<file path="config.mk">
export PLATFORM = sky130hd
export DESIGN_NAME = calendar_date_stepper_unit
export DESIGN_NICKNAME = d
export VERILOG_FILES = /design/src/rtl/cdst_pkg.sv /design/src/rtl/cdst_ctrl.sv /design/src/rtl/cdst_datapath.sv /design/src/rtl/calendar_date_stepper_unit.sv
export SDC_FILE = /design/constraint.sdc
export NUM_CORES = 1
export LEC_CHECK = 0
export BUFFER_PORTS_ARGS = -buffer_cell sky130_fd_sc_hd__buf_4
export CAP_MARGIN = 20
export CORE_MARGIN = 1
export CORE_UTILIZATION = 38
export CTS_CLUSTER_DIAMETER = 80
export DETAILED_ROUTE_END_ITERATION = 6
export GPL_ROUTABILITY_DRIVEN = 0
export PLACE_DENSITY = 0.65
export RECOVER_POWER = 50
export SYNTH_ARGS = -nofsm -noshare
export SYNTH_HDL_FRONTEND = slang
export SYNTH_SLANG_ARGS = --single-unit
</file>
<file path="constraint.sdc">
create_clock -name aclk -period 7 [get_ports aclk]
set_input_delay 0.7 -clock aclk [delete_from_list [all_inputs] [get_ports aclk]]
set_output_delay 0.7 -clock aclk [all_outputs]
set_load 0.02 [all_outputs]
</file>
<file path="src/rtl/cdst_pkg.sv">
// Shared types, codes and calendar helper functions for the calendar date stepper.
package cdst_pkg;

    // Operation codes carried in the cmd field
    localparam logic [1:0] OP_LOAD = 2'd0;
    localparam logic [1:0] OP_NEXT = 2'd1;
    localparam logic [1:0] OP_PREV = 2'd2;
    localparam logic [1:0] OP_ADD  = 2'd3;

    // Fixed field widths of the channel beats
    localparam int FIELD_YEAR_W   = 16;
    localparam int FIELD_OFFSET_W = 16;

    // Year-mod-400 residue width and bound
    localparam int MOD_W = 9;
    localparam logic [MOD_W-1:0] MOD_LAST = 9'd399;

    // Reciprocal of 400 for years below 2^24: quotient = (year * MOD_RECIP) >> MOD_RECIP_SHIFT
    localparam int MOD_RECIP_W     = 25;
    localparam int MOD_RECIP_SHIFT = 33;
    localparam logic [MOD_RECIP_W-1:0] MOD_RECIP = 25'd21474837;

    typedef struct packed {
        logic [1:0]                       cmd;
        logic [4:0]                       new_day;
        logic [3:0]                       new_month;
        logic [FIELD_YEAR_W-1:0]          new_year;
        logic signed [FIELD_OFFSET_W-1:0] day_offset;
    } in_beat_t;

    typedef struct packed {
        logic [4:0]              out_day;
        logic [3:0]              out_month;
        logic [FIELD_YEAR_W-1:0] out_year;
        logic                    error;
    } out_beat_t;

    // Controller to datapath commands
    typedef struct packed {
        logic accept;     // latch the input beat into the working registers
        logic mod_step;   // finish the year-mod-400 reduction
        logic walk_step;  // move one month forward or back
        logic commit;     // write the result and update the held date
        logic err;        // refuse: keep the held date and flag the result
    } cdst_cmd_t;

    // Datapath to controller status
    typedef struct packed {
        logic in_range;   // working day lies within the working month
        logic walk_fail;  // the next month step would leave the year range
        logic load_ok;    // working date is a legal date
    } cdst_stat_t;

    // Leap test from the year residue mod 400
    function automatic logic is_leap(input logic [MOD_W-1:0] r);
        logic century;
        century = (r == 9'd0) || (r == 9'd100) || (r == 9'd200) || (r == 9'd300);
        return ((r[1:0] == 2'b00) && !century) || (r == 9'd0);
    endfunction

    // Month length; months outside 1..12 read as 31
    function automatic logic [4:0] days_in(input logic [3:0] m, input logic leap);
        logic [4:0] len;
        case (m)
            4'd2:    len = leap ? 5'd29 : 5'd28;
            4'd4:    len = 5'd30;
            4'd6:    len = 5'd30;
            4'd9:    len = 5'd30;
            4'd11:   len = 5'd30;
            default: len = 5'd31;
        endcase
        return len;
    endfunction

endpackage

</file>
<file path="src/rtl/cdst_ctrl.sv">
// Controller state machine for the calendar date stepper.
module cdst_ctrl
    import cdst_pkg::*;
(
    input  logic       aclk,
    input  logic       aresetn,
    input  logic       s_valid,
    output logic       s_ready,
    input  logic [1:0] op,
    output logic       m_valid,
    input  logic       m_ready,
    input  cdst_stat_t stat,
    output cdst_cmd_t  cmd
);

    typedef enum logic [3:0] {
        ST_IDLE  = 4'b0001,
        ST_MOD   = 4'b0010,
        ST_CHECK = 4'b0100,
        ST_WALK  = 4'b1000
    } state_t;

    state_t         state_reg, state_next;
    logic           m_valid_reg, m_valid_next;
    logic           slot_free;

    assign s_ready   = (state_reg == ST_IDLE);
    assign m_valid   = m_valid_reg;
    assign slot_free = !m_valid_reg || m_ready;

    // Sequence load check and month walk
    always_comb begin
        state_next = state_reg;
        cmd        = '0;
        case (state_reg)
            ST_IDLE: begin
                if (s_valid) begin
                    cmd.accept = 1'b1;
                    state_next = (op == OP_LOAD) ? ST_MOD : ST_WALK;
                end
            end
            ST_MOD: begin
                cmd.mod_step = 1'b1;
                state_next   = ST_CHECK;
            end
            ST_CHECK: begin
                if (slot_free) begin
                    cmd.commit = 1'b1;
                    cmd.err    = !stat.load_ok;
                    state_next = ST_IDLE;
                end
            end
            ST_WALK: begin
                if (stat.in_range || stat.walk_fail) begin
                    if (slot_free) begin
                        cmd.commit = 1'b1;
                        cmd.err    = !stat.in_range;
                        state_next = ST_IDLE;
                    end
                end else begin
                    cmd.walk_step = 1'b1;
                end
            end
            default: begin
                state_next = ST_IDLE;
            end
        endcase
    end

    // Raise result valid on commit, drop it when the beat is taken
    always_comb begin
        m_valid_next = m_valid_reg;
        if (cmd.commit) begin
            m_valid_next = 1'b1;
        end else if (m_ready) begin
            m_valid_next = 1'b0;
        end
    end

    always_ff @(posedge aclk) begin
        if (!aresetn) begin
            state_reg   <= ST_IDLE;
            m_valid_reg <= 1'b0;
        end else begin
            state_reg   <= state_next;
            m_valid_reg <= m_valid_next;
        end
    end

endmodule

</file>
<file path="src/rtl/cdst_datapath.sv">
// Datapath for the calendar date stepper: held date, working date and result register.
module cdst_datapath
    import cdst_pkg::*;
#(
    parameter int YEAR_BITS   = 16,
    parameter int OFFSET_BITS = 16
) (
    input  logic       aclk,
    input  logic       aresetn,
    input  in_beat_t   s_data,
    input  cdst_cmd_t  cmd,
    output cdst_stat_t stat,
    output out_beat_t  m_data
);

    localparam int DW = OFFSET_BITS + 2;
    localparam int PW = YEAR_BITS + MOD_RECIP_W;
    localparam int QW = PW - MOD_RECIP_SHIFT;
    localparam logic [YEAR_BITS-1:0]  YEAR_MAX  = '1;
    localparam logic [YEAR_BITS-1:0]  YEAR_ONE  = YEAR_BITS'(1);
    localparam logic signed [DW-1:0]  ONE_D     = DW'(1);
    localparam logic signed [DW-1:0]  MINUS_ONE = '1;

    // Held date
    logic [4:0]           cur_day_reg;
    logic [3:0]           cur_month_reg;
    logic [YEAR_BITS-1:0] cur_year_reg;
    logic [MOD_W-1:0]     cur_mod_reg;

    // Working date
    logic signed [DW-1:0] day_reg;
    logic [3:0]           month_reg;
    logic [YEAR_BITS-1:0] year_reg;
    logic [MOD_W-1:0]     mod_reg;
    logic [QW-1:0]        quo_reg;

    out_beat_t            res_reg;

    logic [YEAR_BITS-1:0]   year_in;
    logic [OFFSET_BITS-1:0] off_raw;
    logic signed [DW-1:0]   delta;
    logic signed [DW-1:0]   cur_day_ext;
    logic [FIELD_YEAR_W-1:0] cur_year_out;
    logic [FIELD_YEAR_W-1:0] work_year_out;

    logic [4:0]           dim_cur, dim_prev;
    logic signed [DW-1:0] dim_cur_ext, dim_prev_ext;
    logic [3:0]           prev_month;
    logic [YEAR_BITS-1:0] prev_year;
    logic [MOD_W-1:0]     prev_mod, inc_mod;
    logic                 go_fwd;
    logic [PW-1:0]        mod_prod;
    logic [YEAR_BITS-1:0] quo_ext;
    logic [YEAR_BITS-1:0] quo_x400;
    logic [YEAR_BITS-1:0] year_rem;

    // Fit the fixed-width fields to the parameter widths
    if (YEAR_BITS <= FIELD_YEAR_W) begin : g_year_narrow
        assign year_in       = s_data.new_year[YEAR_BITS-1:0];
        assign cur_year_out  = FIELD_YEAR_W'(cur_year_reg);
        assign work_year_out = FIELD_YEAR_W'(year_reg);
    end else begin : g_year_wide
        assign year_in       = YEAR_BITS'(s_data.new_year);
        assign cur_year_out  = cur_year_reg[FIELD_YEAR_W-1:0];
        assign work_year_out = year_reg[FIELD_YEAR_W-1:0];
    end

    if (OFFSET_BITS <= FIELD_OFFSET_W) begin : g_off_narrow
        assign off_raw = s_data.day_offset[OFFSET_BITS-1:0];
    end else begin : g_off_wide
        assign off_raw = {{(OFFSET_BITS-FIELD_OFFSET_W){1'b0}}, s_data.day_offset};
    end

    assign cur_day_ext = {{(DW-5){1'b0}}, cur_day_reg};

    // Pick the day delta for the step commands
    always_comb begin
        case (s_data.cmd)
            OP_NEXT: delta = ONE_D;
            OP_PREV: delta = MINUS_ONE;
            default: delta = {{2{off_raw[OFFSET_BITS-1]}}, off_raw};
        endcase
    end

    // Month lengths of the working month and of the month before it
    assign prev_month = (month_reg == 4'd1) ? 4'd12 : month_reg - 4'd1;
    assign prev_year  = (month_reg == 4'd1) ? year_reg - YEAR_ONE : year_reg;
    assign prev_mod   = (month_reg != 4'd1) ? mod_reg
                      : ((mod_reg == '0) ? MOD_LAST : mod_reg - MOD_W'(1));
    assign inc_mod    = (mod_reg == MOD_LAST) ? '0 : mod_reg + MOD_W'(1);

    assign dim_cur      = days_in(month_reg, is_leap(mod_reg));
    assign dim_prev     = days_in(prev_month, is_leap(prev_mod));
    assign dim_cur_ext  = {{(DW-5){1'b0}}, dim_cur};
    assign dim_prev_ext = {{(DW-5){1'b0}}, dim_prev};

    assign go_fwd = (day_reg > dim_cur_ext);

    // Status toward the controller
    always_comb begin
        stat.in_range  = (day_reg >= ONE_D) && (day_reg <= dim_cur_ext);
        stat.walk_fail = go_fwd ? ((month_reg == 4'd12) && (year_reg == YEAR_MAX))
                                : ((month_reg == 4'd1) && (year_reg == YEAR_ONE));
        stat.load_ok   = stat.in_range && (month_reg >= 4'd1) && (month_reg <= 4'd12)
                       && (year_reg != '0);
    end

    // Year mod 400: reciprocal multiply at accept, then subtract 400 times the quotient
    assign mod_prod = {{MOD_RECIP_W{1'b0}}, year_in} * {{YEAR_BITS{1'b0}}, MOD_RECIP};
    assign quo_ext  = {{(YEAR_BITS-QW){1'b0}}, quo_reg};
    assign quo_x400 = (quo_ext << 8) + (quo_ext << 7) + (quo_ext << 4);
    assign year_rem = year_reg - quo_x400;

    // Working date: load, reduce, walk
    always_ff @(posedge aclk) begin
        if (cmd.accept) begin
            if (s_data.cmd == OP_LOAD) begin
                day_reg   <= {{(DW-5){1'b0}}, s_data.new_day};
                month_reg <= s_data.new_month;
                year_reg  <= year_in;
                quo_reg   <= mod_prod[PW-1 -: QW];
                mod_reg   <= '0;
            end else begin
                day_reg   <= cur_day_ext + delta;
                month_reg <= cur_month_reg;
                year_reg  <= cur_year_reg;
                mod_reg   <= cur_mod_reg;
            end
        end else if (cmd.mod_step) begin
            mod_reg <= year_rem[MOD_W-1:0];
        end else if (cmd.walk_step) begin
            if (go_fwd) begin
                day_reg <= day_reg - dim_cur_ext;
                if (month_reg == 4'd12) begin
                    month_reg <= 4'd1;
                    year_reg  <= year_reg + YEAR_ONE;
                    mod_reg   <= inc_mod;
                end else begin
                    month_reg <= month_reg + 4'd1;
                end
            end else begin
                day_reg   <= day_reg + dim_prev_ext;
                month_reg <= prev_month;
                year_reg  <= prev_year;
                mod_reg   <= prev_mod;
            end
        end
    end

    // Held date: update only on an accepted commit
    always_ff @(posedge aclk) begin
        if (!aresetn) begin
            cur_day_reg   <= 5'd1;
            cur_month_reg <= 4'd1;
            cur_year_reg  <= YEAR_ONE;
            cur_mod_reg   <= MOD_W'(1);
        end else if (cmd.commit && !cmd.err) begin
            cur_day_reg   <= day_reg[4:0];
            cur_month_reg <= month_reg;
            cur_year_reg  <= year_reg;
            cur_mod_reg   <= mod_reg;
        end
    end

    // Result beat
    always_ff @(posedge aclk) begin
        if (cmd.commit) begin
            res_reg.error <= cmd.err;
            if (cmd.err) begin
                res_reg.out_day   <= cur_day_reg;
                res_reg.out_month <= cur_month_reg;
                res_reg.out_year  <= cur_year_out;
            end else begin
                res_reg.out_day   <= day_reg[4:0];
                res_reg.out_month <= month_reg;
                res_reg.out_year  <= work_year_out;
            end
        end
    end

    assign m_data = res_reg;

endmodule

</file>
<file path="src/rtl/calendar_date_stepper_unit.sv">
// Top level of the calendar date stepper: controller plus datapath.
//
// Holds one Gregorian date and takes one command per input beat: load a date
// (checked; a bad date is flagged and the date kept), next day, previous day,
// or add a signed day offset. Each beat returns one result beat with the date
// held afterwards and an error flag; a step that would leave years
// 1..2^YEAR_BITS-1 is refused and flagged. A load runs a reciprocal multiply
// at accept and a subtract in the next cycle to give the year residue mod 400
// for the leap rule, then the check; next and previous day go straight to
// the walk state, and an add takes one walk step per month boundary crossed.
// The month walk runs on a single working date register set, one month per
// cycle, and one command is in work at a time. A finished result sits in the
// output register, so the next command is taken while it waits.
module calendar_date_stepper_unit
    import cdst_pkg::*;
#(
    parameter int YEAR_BITS   = 16,
    parameter int OFFSET_BITS = 16
) (
    input  logic      aclk,
    input  logic      aresetn,
    input  logic      s_valid,
    output logic      s_ready,
    input  in_beat_t  s_data,
    output logic      m_valid,
    input  logic      m_ready,
    output out_beat_t m_data
);

    cdst_cmd_t  cmd;
    cdst_stat_t stat;

    cdst_ctrl u_ctrl (
        .aclk    (aclk),
        .aresetn (aresetn),
        .s_valid (s_valid),
        .s_ready (s_ready),
        .op      (s_data.cmd),
        .m_valid (m_valid),
        .m_ready (m_ready),
        .stat    (stat),
        .cmd     (cmd)
    );

    cdst_datapath #(
        .YEAR_BITS   (YEAR_BITS),
        .OFFSET_BITS (OFFSET_BITS)
    ) u_datapath (
        .aclk    (aclk),
        .aresetn (aresetn),
        .s_data  (s_data),
        .cmd     (cmd),
        .stat    (stat),
        .m_data  (m_data)
    );

endmodule

</file>
==> results.toml, run 1 <==
[cells_and_area]
fillers = 3370
layout.cells.most_common_list = "inv_1, ha_1, nand2_1, fa_1, edfxtp_1"
area_growth_pct = 10.7
antenna_cells = 0
layout-drive-gt1-share = 0.0947
final_nets = 1791
multiInputGateArea_sq_um = 9210
largest_reg_flops = 26
mostFrequentLayoutCell = "inv_1"
fin_util = 0.428
regArea_sq_um = 3120

[power]
power.leakage_uw = 0.00638
finalPower_uw = 4540
vdd_drop_max_mv = 0.170
cellPowerDensity_nw_per_um2 = 306

[die]
fp.dieH_um = 190
fp-row-count = 68
core_area_sq_um = 34600
start_util = 0.386
die_w_um = 190
ios = 75
design.die.area_sq_um = 36000

[sta]
hold_violations = 0
rsz0062_at_grt = "false"
timing.fmax_ghz = 0.172
skew_ps = 11.3
period_share = 0.829
maxSlewViolCount = 60
worst_pin_slew_ps = 2010
fin_tns_setup_ps = 0
min_period_ps = 5810
finalSetupViolations = 0
slew_headroom = -0.337

[global_routing]
overflow = 0
grt_usage = 0.200
grt_pass1_vias = 10500
grt_pass1_wl_mm = 56.1
grt_antenna_before_repair = 1
grt_max_degree = 41

[critical_path]
r2r_slack_ps = 1260
endpoint = "u_datapath.quo_reg[4]"
crit_start = "s_data[23]"
crit-reg2reg-launch = "u_datapath.mod_reg[3]"
crit_chain = "buf_4 -> fa_1 -> inv_1 -> fa_1 -> fa_1 -> inv_1 -> fa_1 -> fa_1 -> inv_1 -> fa_1 -> inv_1 -> ha_1 -> nand4_1 -> or3_1 -> o311ai_0 -> buf_4 -> a31oi_1 -> o21ai_0 -> xnor2_1"
critical_path_peak_fanout = 8
reg2reg_depth = 17
path_buf_inv = 6
end_kind = "flip-flop"
max_stage_delay_ps = 600
required_ps = 7170
cp_common_cell = "fa_1"
cp_slowest_cell = "fa_1"
crit_type = "input pin to flip-flop"
arrival_ps = 5980
cp_num_cells = 19
r2r-end = "u_datapath.day_reg[10]"
startpoint_type = "input pin"
path_delay_family = "adder cells"

[synth]
syn_nets = 1742
synth.top_cell.area_share = 0.184
synth_edf_count = 78
syn_area_sq_um = 13400
yosysSeqAreaShare = 0.233
synth.area.top_cells = "fa_1, edfxtp_1, ha_1"
ys_seq_elements = 117
syn_inst = 1395
async_flop_share = 0
synth_top_cell_by_area = "fa_1"
yosysWarnings = 0
synth.distinct_cells = 76
avgSynthCellArea_sq_um = 9.59
synth_ff_type = "edfxtp_1"

[cts]
cts_buffers = 17
cts_sinks = 117
cts_resized = 0
insertion_delay_ps = 430
cts_tree = "built"
cts_buffer_depth = 2
hold_buffers = 0
clk_pin_slew_ps = 60
clockRootBuffer = "clkbuf_16"
cts_setup_buffers = 0
cts_max_level = 4

[routing]
via_per_inst = 5.42
drtAntennaViolNets = 0
routed_wl_mm = 34.8
dr.pass1.iters = 5
vias = 10400
drtIter0Drc = 794
wl_per_cell_um = 18.2
drcViolationCount = 0

[run_status]
status = "finished with violations"
violations = "capacitance limit, slew limit"

[place]
dp_hpwl_mm = 27.6
portBuffers = 74

[flow_run]
maxCapViolations = 2

[min_path]
hold_path_class = "flip-flop to flip-flop"
synthesized netlist by cell type, types with 7 or more instances:
cell type	number
inv_1	210
ha_1	177
nand2_1	129
fa_1	123
edfxtp_1	78
o21ai_0	58
a21oi_1	57
nor2_1	54
clkbuf_1	42
dfxtp_1	39
xnor2_1	39
mux2_2	31
a21boi_0	26
mux2i_1	22
xor2_1	22
nor3_1	21
a31oi_1	20
nand3_1	16
nand4_1	14
nor2b_1	13
a211oi_1	12
a21o_1	12
o211ai_1	12
and3_1	10
nor4_1	9
nor4b_1	9
or3_1	8
a41oi_1	7
buf_2	7
nor3b_1	7
o22ai_1	7
kinds of logic (layout without fill, tap and decap cells):
kind of cell / Yosys count / after routing / synth area share
AOI/OAI and AO/OA: 264 / 264 / 0.130
xor gates and xnor gates: 61 / 61 / 0.0399
adders and majority gates: 300 / 300 / 0.350
buffers and inverters: 269 / 331 / 0.0787
DFF: 117 / 117 / 0.233
muxes: 55 / 55 / 0.0448
and+or+nand+nor: 329 / 329 / 0.124
stage by stage:
step / setup slack, ps / hold WS [ps] / cells / instance area (sq um)
after detailed placement: 721 / 450 / 1879 / 14400
final: 1190 / 464 / 1912 / 14800
after floorplan: 1150 / 430 / 1395 / 13400
after global placement: 870 / 437 / 1879 / 14400
after CTS: 1200 / 458 / 1911 / 14900
after global routing: 648 / 484 / 1912 / 14800
area by class of cell:
type	count	share of cell area
Clock buffer	17	0.0287
Timing Repair Buffer	89	0.0376
Inverter	210	0.0532
Tap cell	455	0.0385
Clock inverter	15	0.00921
Multi-Input combinational cell	1009	0.622
Sequential cell	117	0.211
worst min-delay path, cell delays in order (launching register included):
cell,delay (ps)
dfxtp_1,310
nand2_1,50
a21boi_0,60
worst min-delay path by stage:
stage	startpoint	to	slack [ps]	cells past startpoint
6_report	u_datapath.cur_mod_reg[4]	u_datapath.cur_mod_reg[4]	460	2
5_1_grt	u_datapath.cur_mod_reg[5]	u_datapath.cur_mod_reg[5]	480	2
4_1_cts	u_datapath.cur_mod_reg[7]	u_datapath.cur_mod_reg[7]	460	2
3_5_place_dp	u_datapath.cur_mod_reg[7]	u_datapath.cur_mod_reg[7]	450	2
3_3_place_gp	u_datapath.cur_mod_reg[7]	u_datapath.cur_mod_reg[7]	440	2
2_1_floorplan	u_datapath.cur_mod_reg[7]	u_datapath.cur_mod_reg[7]	430	2
per-layer routing:
metal  global-route usage  share of wire  vias to the layer above
li1                     -              -                     4921
met3               0.0273          0.059                       57
met2                0.342           0.49                      324
met4               0.0630          0.024                        0
met5                    0              0                        -
met1                0.259           0.43                     5060
power breakdown:
group | switching (uW) | internal (uW)
logic | 1570 | 1210
registers | 91.4 | 828
clock network | 365 | 467
total | 2030 | 2510
(Power assumes the default switching activity.)
==> inputs of run 2 (changes only) <==
- clock period: 7 -> 5.7 ns (I/O delays scaled with it)
==> run 2 against run 1 <==
The run still ends with capacitance limit, slew limit left; global-route usage about the same; count of clock-buffer cells in the layout stayed put; sequential power grew 22%; non-clock buffer count up 46; critical path depth unchanged; power rose by 26%; clock power grew 36%; first-iteration DRC count is 11% lower; die area stayed put; cell count rose by 2.4%; critical endpoint unchanged; largest power group unchanged; highest routed layer unchanged.
==> results.toml, run 2 (synthesis gave the netlist of run 1 again) <==
[run_status]
violations = "capacitance limit, slew limit"
status = "finished with violations"

[cells_and_area]
fin_util = 0.440
finalInstanceArea_sq_um = 15200
regArea_sq_um = 3120
largest_reg_flops = 26
fillers = 3339
area_growth_pct = 13.8
layout-drive-gt1-share = 0.122
antenna_cells = 0
layout.cells.most_common_list = "inv_1, ha_1, nand2_1, fa_1, buf_4"
multiInputGateArea_sq_um = 9210
final_nets = 1837
mostFrequentLayoutCell = "inv_1"

[critical_path]
cp_common_cell = "fa_1"
required_ps = 5880
path_delay_family = "adder cells"
r2r-end = "u_datapath.mod_reg[4]"
critical_path_peak_fanout = 3
crit_type = "input pin to flip-flop"
end_kind = "flip-flop"
startpoint_type = "input pin"
max_stage_delay_ps = 550
crit_start = "s_data[29]"
cp_slowest_cell = "fa_1"
r2r_slack_ps = 400
reg2reg_depth = 16
arrival_ps = 5650
crit_chain = "buf_4 -> fa_1 -> inv_1 -> fa_1 -> inv_1 -> fa_1 -> fa_1 -> fa_1 -> inv_1 -> fa_1 -> inv_1 -> ha_1 -> nand4_1 -> or3_1 -> o311ai_1 -> buf_4 -> a31oi_1 -> o21ai_0 -> xnor2_1"
path_buf_inv = 6
crit-reg2reg-launch = "u_datapath.mod_reg[2]"

[routing]
dr.pass1.iters = 5
drtAntennaViolNets = 0
routed-wl-met3_mm = 1.87
routed_wl_mm = 34.7
top_layer_used = "met4"
drtIter0Drc = 709
via_per_inst = 5.38
drt-met1-wl_mm = 14.9
vias = 10500
wl_met2_mm = 17.0
wl_per_cell_um = 17.7
drcViolationCount = 0

[sta]
rsz0062_at_grt = "false"
slew_headroom = -0.219
worst_pin_slew_ps = 1830
finalSetupViolations = 0
timing.fmax_ghz = 0.183
skew_ps = 8.65
period_share = 0.960
maxSlewViolCount = 67
hold_violations = 0
min_period_ps = 5470
fin_hold_ws_ps = 461

[min_path]
hold_path_end = "u_datapath.cur_mod_reg[4]"
hold_path_class = "flip-flop to flip-flop"
min_from = "u_datapath.cur_mod_reg[4]"
hold_path_depth = 2

[die]
fp-row-count = 68
core_area_sq_um = 34600
fp.dieH_um = 190
die_w_um = 190
start_util = 0.386
ios = 75
design.die.area_sq_um = 36000

[cts]
clockRootBuffer = "clkbuf_16"
cts_setup_buffers = 0
cts_buffer_depth = 2
cts_sinks = 117
cts_resized = 0
cts_max_level = 4
cts_buffers = 17
cts_tree = "built"
clk_pin_slew_ps = 60
insertion_delay_ps = 420
hold_buffers = 0

[place]
dp_hpwl_mm = 27.5
portBuffers = 74
place_area_sq_um = 14700

[global_routing]
grt_usage = 0.200
grt_pass1_wl_mm = 56.3
overflow = 0
grt_pass1_vias = 10700
grt_max_degree = 41
grt_antenna_before_repair = 0

[power]
cellPowerDensity_nw_per_um2 = 375
power.leakage_uw = 0.00664
vdd_drop_max_mv = 0.207

[flow_run]
maxCapViolations = 2
-- run 2: cell types whose count changed in the layout (fill, tap and decap cells not counted), sizes merged --
cell and change:
buf +45, bufinv +3, clkinvlp -3, clkinv +2
inv -2, clkbuf +1
-- run 2: worst max-delay path by stage --
stage	cells past startpoint	end
final	19	u_datapath.quo_reg[4]
after global routing	19	u_datapath.quo_reg[4]
after CTS	18	u_datapath.quo_reg[3]
after detailed placement	18	u_datapath.quo_reg[3]
after global placement	19	u_datapath.quo_reg[4]
after floorplan	17	u_datapath.quo_reg[4]
-- run 2: worst min-delay path: stages, from the launching register on --
cell      delay [ps]
dfxtp_1          300
nand2_1           50
a21boi_0          60
-- run 2: layout make-up --
class,instances,share of cell area
timing repair buffer,135,0.0598
clock inverter,15,0.0128
multi-input combinational,1009,0.605
sequential,117,0.205
inverter,210,0.0518
tap,455,0.0374
clock buffer,17,0.0279
-- run 2: power by group --
| part | switching, uW | total [uW] | internal, uW | leakage [uW] |
|---|---|---|---|---|
| registers | 108 | 1120 | 1020 | 0.00105 |
| logic | 1920 | 3450 | 1530 | 0.00529 |
| clock network | 431 | 1130 | 701 | 0.000303 |
| total | 2460 | 5700 | 3250 | 0.00664 |
-- run 2: metrics by stage --
stage	TNS, ps	worst slack [ps]	std cells	power [uW]
after floorplan	0	102	1395	3610
after global placement	-402	-133	1926	4500
after detailed placement	-755	-211	1926	4600
after CTS	0	238	1958	5750
after global routing	0	9.38	1958	6330
final	0	229	1958	5700
-- run 2: routing by layer --
| layer | vias to the layer above | GRT usage |
|---|---|---|
| li1 | 5012 | - |
| met1 | 5184 | 0.256 |
| met2 | 285 | 0.342 |
| met3 | 59 | 0.0339 |
| met4 | 0 | 0.0639 |
| met5 | - | 0 |
